[config.mk]
export PLATFORM = sky130hd
export DESIGN_NAME = usv_div_cell
export DESIGN_NICKNAME = d
export VERILOG_FILES = /design/src/design/usv_pkg.sv /design/src/design/usv_div_cell.sv
export SDC_FILE = /design/constraint.sdc
export NUM_CORES = 1
export LEC_CHECK = 0
export BUFFER_PORTS_ARGS = -buffer_cell sky130_fd_sc_hd__buf_2
export CORE_AREA = 3 3 160 162
export CTS_BUF_LIST = sky130_fd_sc_hd__clkbuf_4
export DETAILED_ROUTE_END_ITERATION = 10
export DIE_AREA = 0 0 163 165
export GPL_ROUTABILITY_DRIVEN = 0
export GPL_TIMING_DRIVEN = 0
export PLACE_DENSITY = 0.65
export SYNTH_ARGS = -nofsm -noshare
export SYNTH_HDL_FRONTEND = slang
export SYNTH_SLANG_ARGS = --single-unit
[constraint.sdc]
create_clock -name clk -period 3.3 [get_ports clk]
set_input_delay 0.825 -clock clk [delete_from_list [all_inputs] [get_ports clk]]
set_output_delay 0.825 -clock clk [all_outputs]
set_load 0.01 [all_outputs]
[src/design/usv_pkg.sv]
// shared types and constants for the uv sphere vertex generator
package usv_pkg;

    localparam int ROW_W   = 8;
    localparam int DW      = 9;
    localparam int DIV_W   = 41;
    localparam int LANES   = 4;
    localparam int VAL_W   = 18;
    localparam int TDATA_W = 24;
    localparam int MAG_W   = 32;
    localparam int TH_W    = 31;
    localparam int TH2_W   = 32;
    localparam int INNER_W = 31;
    localparam int QDIV_W  = 30;
    localparam int STEPS   = 5;

    // lane order in the divider chain
    localparam int LANE_PU = 0;
    localparam int LANE_PV = 1;
    localparam int LANE_U  = 2;
    localparam int LANE_V  = 3;

    // stage counts: sine lane is fold, th, th2, three per series step, final product
    localparam int SINE_LAT = 3 + 3 * STEPS + 1;
    localparam int PIPE_LAT = DIV_W + SINE_LAT + 2;

    localparam logic [30:0] Q30_ONE     = 31'h4000_0000;
    localparam logic [30:0] HALF_PI_Q30 = 31'd1686629713;
    localparam logic [31:0] QUARTER     = 32'h4000_0000;

    localparam logic [6:0]  SERIES_DIV [STEPS] = '{7'd110, 7'd72, 7'd42, 7'd20, 7'd6};
    localparam logic [29:0] SERIES_RCP [STEPS] =
        '{30'd39045157, 30'd59652323, 30'd102261126, 30'd214748364, 30'd715827882};

    typedef enum logic [2:0] {
        COMP_X  = 3'd0,
        COMP_Y  = 3'd1,
        COMP_Z  = 3'd2,
        COMP_NX = 3'd3,
        COMP_NY = 3'd4,
        COMP_NZ = 3'd5,
        COMP_U  = 3'd6,
        COMP_V  = 3'd7
    } comp_t;

    typedef enum logic [1:0] {
        REG_GRID_SIZE   = 2'd0,
        REG_EMIT_UV     = 2'd1,
        REG_EMIT_NORMAL = 2'd2
    } reg_idx_t;

    typedef logic [LANES-1:0][DW-1:0]    rem_vec_t;
    typedef logic [LANES-1:0][DIV_W-1:0] word_vec_t;

    typedef struct packed {
        logic [TH_W-1:0]    th;
        logic [TH2_W-1:0]   th2;
        logic [INNER_W-1:0] inner;
        logic               neg;
    } series_t;

endpackage

[src/design/usv_div_cell.sv]
// one restoring division step for all divider lanes
module usv_div_cell
(
    input  logic             clk,
    input  logic             en,
    input  logic [usv_pkg::DW-1:0] d,
    input  usv_pkg::rem_vec_t  rem_in,
    input  usv_pkg::word_vec_t word_in,
    output usv_pkg::rem_vec_t  rem_out,
    output usv_pkg::word_vec_t word_out
);
    import usv_pkg::*;

    rem_vec_t  rem_reg, rem_next;
    word_vec_t word_reg, word_next;

    always_comb
    begin
        logic [DW:0] trial;
        for (int i = 0; i < LANES; i++)
        begin
            trial = {rem_in[i], word_in[i][DIV_W-1]};
            if (trial >= {1'b0, d})
            begin
                rem_next[i]  = DW'(trial - {1'b0, d});
                word_next[i] = {word_in[i][DIV_W-2:0], 1'b1};
            end
            else
            begin
                rem_next[i]  = trial[DW-1:0];
                word_next[i] = {word_in[i][DIV_W-2:0], 1'b0};
            end
        end
    end

    always_ff @(posedge clk)
    begin
        if (en)
        begin
            rem_reg  <= rem_next;
            word_reg <= word_next;
        end
    end

    assign rem_out  = rem_reg;
    assign word_out = word_reg;

endmodule

After elaboration in Yosys (flattened, before gate mapping)
Index checks and enable logic that the tools add are counted.

Flip-flop bits (word level): 200. Output and inout port bits: 200.

Add/sub/neg operators: 4. $lt $le $gt $ge: 4. Muxes and demuxes: 8.

Operators by type and width (number): $ge A10 B9 Y1 (4); $mux W9 (4); $sub A9 B9 Y9 (4); $mux W1 (4).

Depth between registers and ports, before layout
Depth after elaboration: 2. Depth in mapped cells: 10.

Least setup slack after synthesis
No wires, ideal clock.

Path kind: input-to-reg. From: input port d[1] (netlist name). To: register rem_reg, in the netlist rem_out[35], data pin. Arrival time: 2514 ps. Data required time: 3040 ps. Slack: 525 ps. Stages: 7. Buffers on the path: 0. Cell sequence: inv_1 -> fa_1 -> a21o_1 -> a221oi_1 -> o31ai_1 -> xnor2_1 -> mux2_4.

RTL lines: from (decl) (line usv_div_cell.sv:6) `input logic [usv_pkg::DW-1:0] d,`; to (signal assigned) (line usv_div_cell.sv:40) `rem_reg <= rem_next;`; to (decl) (line usv_div_cell.sv:14) `rem_vec_t rem_reg, rem_next;`.

==> flow_summary.ini <==
[clock_network]
clk_path_buf_depth = 2
cts_buffers = 17
hold_buffers = 0
clk_pin_slew_ns = 0.21
cts_tree = yes
clock_sinks = 200
cts_htree_levels = 4
postCtsResizedCells = 0
cts-root-buf = clkbuf_4
post-cts-setup-buffers = 0

[layout]
final_nets = 1140
final_cell_mix = buf_2, edfxtp_1, ha_1
layout_commonest_cell = buf_2
syn2layout_area_growth_pct = 34.7
final_area_um2 = 10900
finish.utilization_pct = 45.1
instances_no_fill = 1231
drive_above_1_share_pct = 53.5

[setup_path]
end_kind = register
critPathArrivalTime_ns = 2.91
path_max_fanout = 8
path_class = in2reg
cp_data_required_time_ns = 3.61
crit_chain = buf_2 -> inv_1 -> fa_1 -> a21o_1 -> a221oi_1 -> o31ai_1 -> xnor2_1 -> mux2_4
start_kind = primary input
critical_path.max_stage_delay_ns = 0.56
crit_path_top_delay_cell = fa_1

[floorplanning]
core_um2 = 24200
die_y_um = 165
die_w_um = 163
start_util_pct = 33.5
rows = 57
io_pins = 411
die-area_um2 = 26900

[detailed_routing]
vias_per_cell = 4.63
drtIter0Drc = 338
first_pass_iters = 4
drt.antenna.violating_nets = 0
wl_per_cell_um = 20.9
wirelength_um = 25800
drc = 0
dr_total_vias = 5696

[place]
dp_cells = 1194
io_buffer_count = 410
dp_hpwl_um = 20100
place_area_um2 = 10600

[run]
cap_viol_max_count = 0

[logic_synthesis]
syn_nets = 710
synth-edff-count = 200
ys_seq_area_share_pct = 74.0
yosys.area.top_type_share_pct = 74.0
synth_ff_type = edfxtp_1
ys_seq_elements = 200
yosys_warnings = 0
synth.area.top_cells = edfxtp_1, ha_1, mux2_4
syn_area_um2 = 8110
syn_avg_cell_area_um2 = 17.7
synth_async_sr_flop_share_pct = 0
syn_inst = 459
yosys.cell_types.count = 50
synth_top_cell_by_area = edfxtp_1

[pwr]
power_density_nw_per_um2 = 504
swShare_pct = 29.2
internal_power_mw = 3.90
power_switching_mw = 1.60
combPwrFrac_pct = 18.9
max-vdd-ir-drop_mv = 0.261
seq_power_share_pct = 56.7
clkPwrFrac_pct = 24.3
leakagePower_nw = 4.79

[timing]
tightest_slew_ns = 0.693
fmax_ghz = 0.385
rsz0062_at_grt = no
max-slew-margin-rel_pct = 53.8
final_max_slew_viol_count = 0
fin_crit_sh_pct = 78.6
hold_violations = 0
setup_tns_ns = 0
final-setup-viol-count = 0
period_needed_ns = 2.60
whs_ns = 0.404

[global_route]
grt_max_degree = 127
grt-ovfl-total = 0
grt_pass1_wl_um = 35200
grt_pass1_vias = 5627
antenna_found_initial = 16
grt_use_total_pct = 17.9

[status]
status = finished, final reports clean

[worst_hold_path]
hold_path.class = in2reg
==> flip-flops by register name, indices dropped and copies added, names as in the netlist <==
register / count
word_out: 164
rem_out: 36
==> power groups by stage <==
stage / sequential, mW / combinational, mW / clock [mW]
3_5_place_dp: 3.18 / 1.06 / 0
5_1_grt: 3.15 / 1.13 / 1.49
2_1_floorplan: 3.32 / 0.378 / 0
6_report: 3.12 / 1.04 / 1.34
4_1_cts: 3.13 / 1.06 / 1.41
3_3_place_gp: 3.19 / 1.04 / 0
==> path summary, 6_finish.rpt <==
| check | start | depth (start not counted) | to |
|---|---|---|---|
| max | d[1] | 8 | rem_out[35] |
| min | word_in[151] | 1 | word_out[152] |
==> cell usage after synthesis (2+ instances only) <==
library cell,number
a21boi_1,2
mux2_2,15
o2111ai_1,2
a21oi_1,20
a21o_1,9
nand4_1,5
mux2i_1,6
o21ai_1,2
a41o_1,2
xor2_1,6
xnor2_1,11
inv_1,27
nor2b_1,4
or4_1,2
edfxtp_1,200
ha_1,36
a31oi_1,4
nor3_1,5
a211oi_1,3
nand3_1,7
nand2_2,2
mux2_4,16
nand3b_1,4
nor2_1,16
o21ai_0,9
fa_1,4
a21boi_0,3
buf_6,4
nand2_1,8
and3_1,2
a221oi_1,3
o21a_1,2
==> worst max-delay path: cells and delay by family <==
kind | cells | cell delay [ns]
compound gates | 3 | 0.80
fa+ha+maj | 1 | 0.56
buf+inv | 2 | 0.31
mux | 1 | 0.26
xor+xnor | 1 | 0.15
==> per-stage QoR <==
step           worst slack (ns)  power (mW)
3_5_place_dp              0.103        4.24
6_report                  0.705        5.50
2_1_floorplan             0.525        3.70
4_1_cts                   0.760        5.60
5_1_grt                   0.672        5.78
3_3_place_gp              -1.28        4.23
==> kinds of logic after synthesis <==
family,share of synthesized area [%]
adder cells (fa/ha/maj),6.54
XOR/XNOR,1.84
AO/OA/AOI/OAI,6.15
AND/OR/NAND/NOR,3.81
multiplexers,5.78
buffers and inverters,1.85
flip-flops,74.0
==> area by class of cell <==
cell class	instances	area [um^2]
Tap cell	324	405
Clock buffer	17	128
Timing Repair Buffer	411	2090
Multi-Input combinational cell	227	1960
Buffer	5	48.8
Clock inverter	14	174
Fill cell	2254	13300
Inverter	27	101
Antenna cell	6	15.0
Sequential cell	200	6010
==> per-layer routing <==
metal  track usage (%)  wire length [um]  up-vias  part of all wire [%]
met5                 0               144        -                  0.56
met4              5.23               616       24                   2.4
met3              9.05              2950       50                    11
met2              29.3             12500      231                    48
met1              20.8              9580     2734                    37
li1                  -                 -     2657                     -
(Power assumes the default switching activity.)
